--- src/design/frwf_pkg.sv ---
// Package for the first repeated word finder.
// Holds the control state type and the control bundle broadcast to the word cells.
// No dependencies.
package frwf_pkg;

	// Fixed widths that cover the whole legal parameter range
	localparam int LEN_W = 6;   // word length, up to 63 kept characters
	localparam int CNT_W = 11;  // stored word count, up to 1024 slots

	typedef enum logic {
		ST_ACCEPT,
		ST_EMIT
	} state_t;

	// Broadcast from the control logic to every cell in the row
	typedef struct packed {
		logic [7:0]       ch;        // lowercased character
		logic [LEN_W-1:0] pos;       // character position in the current word
		logic             store_en;  // a kept character arrives
		logic             first;     // first character of a word
		logic             close_en;  // word stored into the slot at count
		logic [LEN_W-1:0] cur_len;   // length of the word being closed
		logic [CNT_W-1:0] count;     // number of stored words
	} cell_ctl_t;

endpackage

--- src/design/frwf_cell.sv ---
// One word slot of the finder row: stores a word and tracks whether the word
// being collected still equals it. Depends on frwf_pkg.
module frwf_cell #(
	parameter int KEPT_CHARS = 32,
	parameter int IDX        = 0
) (
	input  logic               clk,
	input  frwf_pkg::cell_ctl_t ctl,
	output logic               hit
);
	import frwf_pkg::*;

	localparam int PW = (KEPT_CHARS > 1) ? $clog2(KEPT_CHARS) : 1;
	localparam logic [CNT_W-1:0] MY_IDX = CNT_W'(IDX);

	logic [7:0]       chars_q [KEPT_CHARS];
	logic [LEN_W-1:0] len_q;
	logic             match_q;
	logic             mine;
	logic             eq;

	assign mine = (ctl.count == MY_IDX);
	assign eq   = (chars_q[ctl.pos[PW-1:0]] == ctl.ch);

	// Character store, length store and running compare
	always_ff @(posedge clk) begin
		if (ctl.store_en) begin
			if (mine) begin
				chars_q[ctl.pos[PW-1:0]] <= ctl.ch;
			end
			match_q <= (ctl.first | match_q) & eq;
		end
		if (ctl.close_en && mine) begin
			len_q <= ctl.cur_len;
		end
	end

	// Only slots below the count hold a word
	assign hit = (MY_IDX < ctl.count) && match_q && (len_q == ctl.cur_len);

endmodule

--- config.mk ---
export PLATFORM = sky130hd
export DESIGN_NAME = frwf_cell
export DESIGN_NICKNAME = d
export VERILOG_FILES = /design/src/design/frwf_pkg.sv /design/src/design/frwf_cell.sv
export SDC_FILE = /design/constraint.sdc
export NUM_CORES = 1
export LEC_CHECK = 0
export ABC_AREA = 1
export ABC_CLOCK_PERIOD_IN_PS = 6700
export BUFFER_PORTS_ARGS = -buffer_cell sky130_fd_sc_hd__buf_2
export CAP_MARGIN = 20
export CORE_MARGIN = 1
export CORE_UTILIZATION = 25
export DETAILED_ROUTE_END_ITERATION = 12
export GPL_TIMING_DRIVEN = 0
export MAX_ROUTING_LAYER = met4
export SLEW_MARGIN = 20
export SYNTH_ARGS = -nofsm -noshare
export SYNTH_HDL_FRONTEND = slang
export SYNTH_SLANG_ARGS = --single-unit
export TNS_END_PERCENT = 50
--- constraint.sdc ---
create_clock -name clk -period 6.7 [get_ports clk]
set_clock_uncertainty 0.15 [all_clocks]
set_input_delay 1.34 -clock clk [delete_from_list [all_inputs] [get_ports clk]]
set_output_delay 1.34 -clock clk [all_outputs]
set_load 0.1 [all_outputs]
==> impl_metrics.json, run 1 <==
{
  "grt_setup_unrepaired": "no",
  "stdcell_count": 1692,
  "worst-slew-pin-transition_ps": 943.2,
  "fin_area_um2": 12840,
  "dieWidth_um": 212.3,
  "cts_buffer_depth": 3,
  "post-route-period-util_pct": 59.58,
  "grt_overflow": 0,
  "synthDominantCellAreaShare_pct": 71.44,
  "switchingPower_uw": 813.9,
  "drcViolationCount": 0,
  "p_clk_share_pct": 42.4,
  "cp.required_ps": 5210,
  "die_y_um": 212.3,
  "avgViaCountPerCell": 4.439,
  "drtAntennaViolNets": 0,
  "p_int_uw": 2702,
  "ys_seq_area_share_pct": 71.44,
  "synth_top_family_by_area": "simple AND/OR/NAND/NOR gates",
  "fill_cells": 4469,
  "hold_viol": 0,
  "numCtsBuffers": 29,
  "syn-mean-instance-area_um2": 10.83,
  "synth-seq-cells": 263,
  "synth_xor_area_share_pct": 0.3962,
  "yosys_warnings": 0,
  "fmax_ghz": 0.2505,
  "synth_simple_gate_area_share_pct": 24.89,
  "drv_slew": 0,
  "post_cts_resized": 0,
  "core_area_um2": 43360,
  "drive_gt1_share_pct": 11.31,
  "sw_frac_of_total_pct": 23.15,
  "leakage_uw": 0.004957,
  "seqPwrFrac_pct": 51.5,
  "cts_setup_buffers": 0,
  "critPathKind": "in -> out",
  "crit_arrival_ps": 2500,
  "synth.distinct_cells": 24,
  "rrSetupSlack_ps": 4940,
  "met2_usage_pct": 22.92,
  "worstPathMaxFanout": 2,
  "pin_count": 36,
  "clk_pin_slew_ps": 60,
  "vias": 7510,
  "clock_sinks": 263,
  "gp_congestion": 0.8889,
  "cts_tree": "done",
  "antenna_found_initial": 2,
  "layout_min_cycle_time_ps": 3992,
  "p_per_area_nw_per_um2": 273.8,
  "syn_nets": 1056,
  "nets": 1117,
  "setup_tns_ps": 0,
  "syn_area_um2": 11050,
  "fin_total_pwr_uw": 3516,
  "synth.area.top_cells": "edfxtp_1 (71%), nand2_1 (20%), nor2_1 (2.0%)",
  "status": "completed",
  "drv_cap": 0,
  "busiest_layer": "met2",
  "relSlewSlack_pct": 36.89,
  "drt_iter0_markers": 817,
  "area_growth_pct": 16.15,
  "synth.area.mux_share_pct": 0,
  "htreeDepth": 1,
  "row_count": 76,
  "met3_usage_pct": 1.979,
  "grtUsageTotal_pct": 14.35,
  "end_kind": "output port",
  "synthAdderAreaFrac_pct": 0,
  "dp_cells": 1636,
  "root_buffer": "clkbuf_16",
  "die_area_um2": 45060,
  "firstDrtPassIters": 5,
  "first_global_vias": 7313,
  "hold_class": "reg -> reg",
  "synth_compound_area_share_pct": 0.2490,
  "port_buffers": 30,
  "finalSetupViolCount": 0,
  "pwr-share-comb_pct": 6.1,
  "start_util_pct": 25.49,
  "irDropWorstVdd_mv": 0.1959,
  "worst_setup_path_start_kind": "primary input",
  "netlist_instances": 1021,
  "dpl-instance-area_um2": 11940,
  "avgRoutedWirePerCell_um": 18.27,
  "clock_latency_ps": 560,
  "dp_hpwl_mm": 19.15,
  "grt_max_degree": 35,
  "routed_wl_mm": 30.92,
  "hold_buffers": 0,
  "grt_pass1_wl_mm": 45.95,
  "yosys.area.top_type": "edfxtp_1",
  "gr-usage-met1_pct": 18.49
}
## cells in the mapped netlist (all sizes together)
cell type / count
a21oi: 3
o211ai: 1
inv: 16
clkbuf: 1
nor4: 3
nand3b: 2
xor2: 4
nor3: 9
xnor2: 1
nand3: 21
o21ai: 1
nor2: 61
nand2: 581
nand4: 16
edfxtp: 263
buf: 38
## cell families after synthesis
kind of cell,after synthesis
xor+xnor,5
flops,263
simple gates,693
buf+inv,55
compound gates,5
## placed cells by master (no fill, tap or decap)
| cell type | synthesis | final |
|---|---|---|
| clkinv_2 | 0 | 9 |
| a21oi_1 | 3 | 3 |
| buf_6 | 9 | 9 |
| inv_1 | 13 | 13 |
| nor2_1 | 59 | 59 |
| buf_4 | 10 | 10 |
| clkbuf_16 | 0 | 29 |
| nor2_2 | 1 | 1 |
| nand2_4 | 1 | 1 |
| nor3_2 | 8 | 8 |
| nand3b_1 | 2 | 2 |
| edfxtp_1 | 263 | 263 |
| inv_2 | 3 | 3 |
| nor4_1 | 3 | 3 |
| nand3_1 | 21 | 21 |
| clkinv_4 | 0 | 1 |
| buf_1 | 1 | 1 |
| nand2_1 | 580 | 580 |
| o21ai_0 | 1 | 1 |
| buf_2 | 18 | 48 |
| nor3_1 | 1 | 1 |
| nand4_1 | 16 | 16 |
| clkinv_1 | 0 | 7 |
| inv_16 | 0 | 1 |
| clkinv_8 | 0 | 1 |
| xor2_1 | 4 | 4 |
| o211ai_1 | 1 | 1 |
| bufinv_16 | 0 | 1 |
| clkbuf_1 | 1 | 4 |
| nor2_4 | 1 | 1 |
| xnor2_1 | 1 | 1 |
| clkinvlp_4 | 0 | 2 |
| diode_2 | 0 | 2 |
## cell type report
type	count	area [µm²]	share of cell area, %
Inverter	16	60.06	0.4677
Buffer	39	274.0	2.134
Timing Repair Buffer	30	150.1	1.169
Clock inverter	22	161.4	1.257
Tap cell	585	732.0	5.701
Sequential cell	263	7898	61.51
Antenna cell	2	5.005	0.03898
Clock buffer	32	737.0	5.740
Multi-Input combinational cell	703	2823	21.98
## sequential cells by signal (all words and copies together) (netlist names)
signal,cells
chars_q,256
len_q,6
match_q,1
## power by group through the flow
stage,registers [µW],logic [µW],clock network (µW)
finish,1810,214,1490
global route,1810,234,1560
global placement,1850,210,0
detailed placement,1850,212,0
CTS,1810,213,1510
floorplan,1850,112,0
## worst max-delay path, cell delays in order
cell and delay, ps:
buf_2 110, xor2_1 150, nor2_1 110, o211ai_1 100, nor4_1 230, buf_2 470
## metal layers
metal  vias to the layer above  wire length, µm
met1                      3599            13140
met2                       327            14100
li1                       3511                -
met4                         0             1260
met3                        73             2421
met5                         -                0
## path summary, 6_finish.rpt
kind	startpoint	to	cells after the start
worst max-delay path	ctl[14]	hit	6
worst min-delay path	match_q	match_q	4
worst max register to register	chars_q[9][4]	match_q	12
worst min register to register	match_q	match_q	4
## per-stage QoR
stage                     utilization [%]  hold slack, ps  worst slack [ps]
final                               29.61           762.5              2708
after CTS                           29.60           731.1              2699
after global routing                29.61           832.8              2607
after detailed placement            27.53           711.1              2543
after floorplan                         -           565.9             688.1
after global placement              27.53           727.0              2589
Power figures use the tool's default switching activity.
==> run 2, diff against run 1 <==
--- a/config.mk
+++ b/config.mk
@@ -5,8 +5,8 @@
 export SDC_FILE = /design/constraint.sdc
 export NUM_CORES = 1
 export LEC_CHECK = 0
-export ABC_AREA = 1
-export ABC_CLOCK_PERIOD_IN_PS = 6700
+export ABC_AREA = 0
+export ABC_CLOCK_PERIOD_IN_PS = 4100
 export BUFFER_PORTS_ARGS = -buffer_cell sky130_fd_sc_hd__buf_2
 export CAP_MARGIN = 20
 export CORE_MARGIN = 1
==> constraint.sdc (replaced) <==
create_clock -name clk -period 4.1 [get_ports clk]
set_clock_uncertainty 0.15 [all_clocks]
set_input_delay 0.82 -clock clk [delete_from_list [all_inputs] [get_ports clk]]
set_output_delay 0.82 -clock clk [all_outputs]
set_load 0.1 [all_outputs]
==> impl_metrics.json, run 2 <==
{
  "drt_iter0_markers": 582,
  "drtAntennaViolNets": 0,
  "antenna_found_initial": 1,
  "start_util_pct": 25.60,
  "finalWorstSetupSlack_ps": 426.9,
  "row_count": 75,
  "largest_reg_flops": 256,
  "drv_cap": 0,
  "multi_input_area_um2": 2720,
  "die_y_um": 210.2,
  "post-route-period-util_pct": 89.59,
  "finalSetupViolCount": 0,
  "cts_buffer_depth": 3,
  "crit_top_cell": "buf_4",
  "post_cts_resized": 0,
  "setup_tns_ps": 0,
  "synth-seq-cells": 263,
  "area_growth_pct": 16.21,
  "worst-slew-pin-transition_ps": 1013,
  "first_global_vias": 6049,
  "grt_max_degree": 37,
  "synth_edf_count": 263,
  "antenna_cells": 0,
  "netlist_instances": 633,
  "pin_count": 36,
  "slowest_stage": "nor2_1",
  "synth.most_common_cell": "edfxtp_1",
  "ys_seq_area_share_pct": 72.90,
  "grtUsageTotal_pct": 14.41,
  "slowest_delay_ps": 970,
  "vias": 6191,
  "yosys_warnings": 0,
  "seqCellArea_um2": 7898,
  "grt_setup_unrepaired": "no",
  "firstDrtPassIters": 5,
  "hold_buffers": 0,
  "layout_min_cycle_time_ps": 3673,
  "whs_ps": 345.5,
  "irDropWorstVdd_mv": 0.2410,
  "p_per_area_nw_per_um2": 446.6,
  "root_buffer": "clkbuf_16",
  "drcViolationCount": 0,
  "drive_gt1_share_pct": 17.15,
  "grt_overflow": 0,
  "final_common_cell": "edfxtp_1",
  "numCtsBuffers": 27,
  "clk_pin_slew_ps": 60,
  "fmax_ghz": 0.2722,
  "gp_congestion": 0.9926,
  "synth.distinct_cells": 54,
  "fill_cells": 4184,
  "grt_pass1_wl_mm": 43.85,
  "yosys.area.top_type": "edfxtp_1",
  "drv_slew": 0,
  "hold_class": "in -> reg",
  "dp_hpwl_mm": 21.35,
  "avgViaCountPerCell": 4.784,
  "end_kind": "flop",
  "port_buffers": 33,
  "routed_wl_mm": 31.16,
  "die_area_um2": 44170,
  "critPathKind": "in -> reg",
  "synthDominantCellAreaShare_pct": 72.90,
  "status": "completed",
  "syn_nets": 668,
  "worstPathCellList": "buf_6 -> buf_4 -> buf_4 -> buf_2 -> nand4_1 -> nor2_1",
  "synthFlopType": "edfxtp_1",
  "syn-mean-instance-area_um2": 17.12,
  "cp.required_ps": 4100,
  "synth.cells.most_frequent": "edfxtp_1 (263), mux2i_1 (105), nor2_1 (36)",
  "hold_viol": 0,
  "cts_setup_buffers": 0,
  "cts_tree": "done",
  "clock_sinks": 263,
  "nets": 732,
  "crit_arrival_ps": 3680,
  "async_reset_ff_share_pct": 0,
  "relSlewSlack_pct": 32.23,
  "layout_common_cells": "edfxtp_1 (263), mux2i_1 (105), buf_2 (41)",
  "dieWidth_um": 210.2,
  "worstPathMaxFanout": 10,
  "core_area_um2": 42320,
  "clock_latency_ps": 540,
  "leakage_uw": 0.004097,
  "pre_cts_slack_ps": -376.8,
  "syn_area_um2": 10830,
  "worst_setup_path_start_kind": "primary input",
  "synth.area.top_cells": "edfxtp_1 (73%), mux2i_1 (9.7%), mux4_2 (2.5%)",
  "avgRoutedWirePerCell_um": 24.08,
  "htreeDepth": 1
}
[run 2: layer usage]
metal  GRT usage [%]  routed length (µm)  vias up  share of wire (%)
met4           3.071                 694        0                2.2
met1           19.86               14380     3229                 46
met5               -                   0        -                  0
li1                -                   -     2694                  -
met2           22.16               14300      219                 46
met3           2.592                1783       49                5.7
[run 2: worst max-delay path, delay by kind of cell]
kind | cells | cell delay (ps)
simple gates | 2 | 1590
buf+inv | 4 | 1260
[run 2: worst paths after layout]
| check | from | to | slack [ps] | depth (start not counted) |
|---|---|---|---|---|
| max | ctl[21] | chars_q[19][2] | 430 | 6 |
| min | ctl[14] | len_q[3] | 350 | 1 |
| max reg2reg | chars_q[11][7] | match_q | 1370 | 7 |
| min reg2reg | chars_q[29][3] | match_q | 970 | 6 |
[run 2: through the flow]
step / power [µW] / std cells / cell area (µm²) / util (%)
global placement: 3344 / 1243 / 11720 / 27.70
global route: 5772 / 1294 / 12590 / 29.75
finish: 5623 / 1294 / 12590 / 29.75
CTS: 5662 / 1294 / 12580 / 29.74
detailed placement: 3346 / 1245 / 11760 / 27.78
floorplan: 3192 / 633 / 10830 / -
[run 2: logic make-up after synthesis]
logic type / synth area share [%]
AOI/OAI and AO/OA: 4.689
xor gates and xnor gates: 0.8085
DFF: 72.90
and+or+nand+nor: 7.068
buffers and inverters: 2.241
muxes: 12.30
[run 2: power by group]
group	internal, µW	switching, µW
clock	1340	990
combinational	110	223
sequential	2960	0.509
[run 2: final cells by class]
class                      count  area share [%]
sequential                   263           62.72
multi-input combinational    334           21.60
tap                          577           5.734
clock buffer                  36           5.635
buffer                        33           1.838
timing repair buffer          35           1.431
clock inverter                13          0.9441
inverter                       3         0.08944
==> run 3, diff against run 2 <==
--- a/config.mk
+++ b/config.mk
@@ -9,11 +9,14 @@
 export ABC_CLOCK_PERIOD_IN_PS = 4100
 export BUFFER_PORTS_ARGS = -buffer_cell sky130_fd_sc_hd__buf_2
 export CAP_MARGIN = 20
+export CELL_PAD_IN_SITES_DETAIL_PLACEMENT = 1
+export CELL_PAD_IN_SITES_GLOBAL_PLACEMENT = 2
 export CORE_MARGIN = 1
 export CORE_UTILIZATION = 25
 export DETAILED_ROUTE_END_ITERATION = 12
 export GPL_TIMING_DRIVEN = 0
 export MAX_ROUTING_LAYER = met4
+export PLACE_DENSITY_LB_ADDON = 0.1
 export SLEW_MARGIN = 20
 export SYNTH_ARGS = -nofsm -noshare
 export SYNTH_HDL_FRONTEND = slang
==> impl_metrics.json, run 3 (same netlist as run 2, synthesis figures left out) <==
{
  "status": "completed",
  "end_kind": "flop",
  "die_y_um": 210.2,
  "cts_setup_buffers": 0,
  "reg2reg_from": "chars_q[30][7]",
  "numCtsBuffers": 30,
  "post_cts_resized": 0,
  "final_core_util_pct": 29.82,
  "post-route-period-util_pct": 94.88,
  "cts_buffer_depth": 3,
  "routed_wl_mm": 36.36,
  "slowest_delay_ps": 1000,
  "hold_buffers": 0,
  "layout_common_cells": "edfxtp_1 (263), mux2i_1 (105), buf_2 (43)",
  "cts_tree": "done",
  "grt_setup_unrepaired": "no",
  "leakage_uw": 0.004127,
  "relSlewSlack_pct": 26.29,
  "vias": 6124,
  "drv_cap": 0,
  "gp_congestion": 0.9481,
  "start_util_pct": 25.60,
  "path_delay_family": "simple AND/OR/NAND/NOR gates",
  "final_common_cell": "edfxtp_1",
  "crit_arrival_ps": 3910,
  "die_area_um2": 44170,
  "worstHoldStart": "ctl[11]",
  "grt_pass1_wl_mm": 50.68,
  "clock_sinks": 263,
  "critPathKind": "in -> reg",
  "fill_cells": 4395,
  "p_per_area_nw_per_um2": 453.3,
  "dpl-instance-area_um2": 11750,
  "min_to": "len_q[0]",
  "whs_ps": 316.8,
  "worst_setup_path_start_kind": "primary input",
  "drv_slew": 0,
  "clock_latency_ps": 560,
  "path_buf_inv": 4,
  "area_growth_pct": 16.50,
  "drive_gt1_share_pct": 17.34,
  "whs_path_depth": 1,
  "core_area_um2": 42320,
  "largest_reg_flops": 256,
  "avgRoutedWirePerCell_um": 27.99,
  "finalSetupViolCount": 0,
  "nets": 736,
  "pin_count": 36,
  "row_count": 75,
  "htreeDepth": 1,
  "port_buffers": 33,
  "clk_pin_slew_ps": 50,
  "hold_viol": 0,
  "first_global_vias": 6525,
  "fin_total_pwr_uw": 5721,
  "avgViaCountPerCell": 4.714,
  "grtUsageTotal_pct": 17.15,
  "rrSetupSlack_ps": 1240,
  "root_buffer": "clkbuf_16",
  "fin_area_um2": 12620,
  "timing.rr.end": "match_q",
  "dp_hpwl_mm": 24.89,
  "irDropWorstVdd_mv": 0.2555,
  "crit_top_cell": "buf_4",
  "worstPathMaxFanout": 10,
  "dieWidth_um": 210.2,
  "antenna_found_initial": 0,
  "drt_iter0_markers": 395,
  "grt_overflow": 0,
  "grt_max_degree": 37,
  "drcViolationCount": 0,
  "drtAntennaViolNets": 0,
  "reg2reg_depth": 7,
  "firstDrtPassIters": 5,
  "worst-slew-pin-transition_ps": 1102,
  "layout_min_cycle_time_ps": 3890,
  "setup_tns_ps": 0,
  "slowest_stage": "nor2_1",
  "fmax_ghz": 0.2571,
  "worstPathCellList": "buf_6 -> buf_4 -> buf_4 -> buf_2 -> nand4_1 -> nor2_1",
  "cp.required_ps": 4120,
  "hold_class": "in -> reg"
}
run 3: how the worst max path moves through the flow:
stage	slack, ps	from	to	depth (start not counted)
after global placement	-710	ctl[2]	chars_q[6][7]	6
after CTS	220	ctl[21]	chars_q[10][7]	6
final	210	ctl[21]	chars_q[10][1]	6
after detailed placement	-380	ctl[21]	chars_q[10][7]	6
after global routing	60	ctl[21]	chars_q[11][7]	6
after floorplan	20	ctl[15]	hit	3
run 3: cell type report:
cell class | instances | area (µm²) | share of cell area, %
flip-flops and latches | 263 | 7898 | 62.57
repair buffers | 36 | 185.2 | 1.467
plain buffers | 33 | 231.5 | 1.834
inverters | 3 | 11.26 | 0.08921
clock buffers | 37 | 798.3 | 6.324
diodes | 1 | 2.502 | 0.01983
well taps | 577 | 721.9 | 5.720
multi-input cells | 334 | 2704 | 21.42
clock inverters | 15 | 70.07 | 0.5551
run 3: per-layer routing:
| layer | GRT usage [%] | up-vias | share of wire (%) |
|---|---|---|---|
| met3 | 2.861 | 45 | 3.9 |
| met2 | 28.43 | 133 | 49 |
| met4 | 4.505 | 0 | 2.4 |
| li1 | - | 2700 | - |
| met5 | - | - | 0 |
| met1 | 21.74 | 3246 | 45 |
run 3: per-stage QoR:
| stage | worst slack, ps | instances |
|---|---|---|
| after floorplan | 24.89 | 633 |
| after global placement | -710.8 | 1243 |
| after detailed placement | -380.4 | 1246 |
| after CTS | 215.6 | 1298 |
| after global routing | 60.21 | 1298 |
| final | 210.1 | 1299 |
run 3: where the power goes:
group	leakage [µW]	total (µW)	switching, µW	internal (µW)
clock network	0.000432	2410	1050	1360
logic	0.00133	348	237	111
registers	0.00236	2960	0.566	2960
total	0.00413	5720	1290	4430
run 3: worst register-to-register path, stage by stage, from the launching register on:
cell and delay (ps):
edfxtp_1 350, mux4_2 470, mux2i_1 580, nor2_1 110
nor4_1 300, o22ai_1 150, a2111oi_2 380, and4_1 250
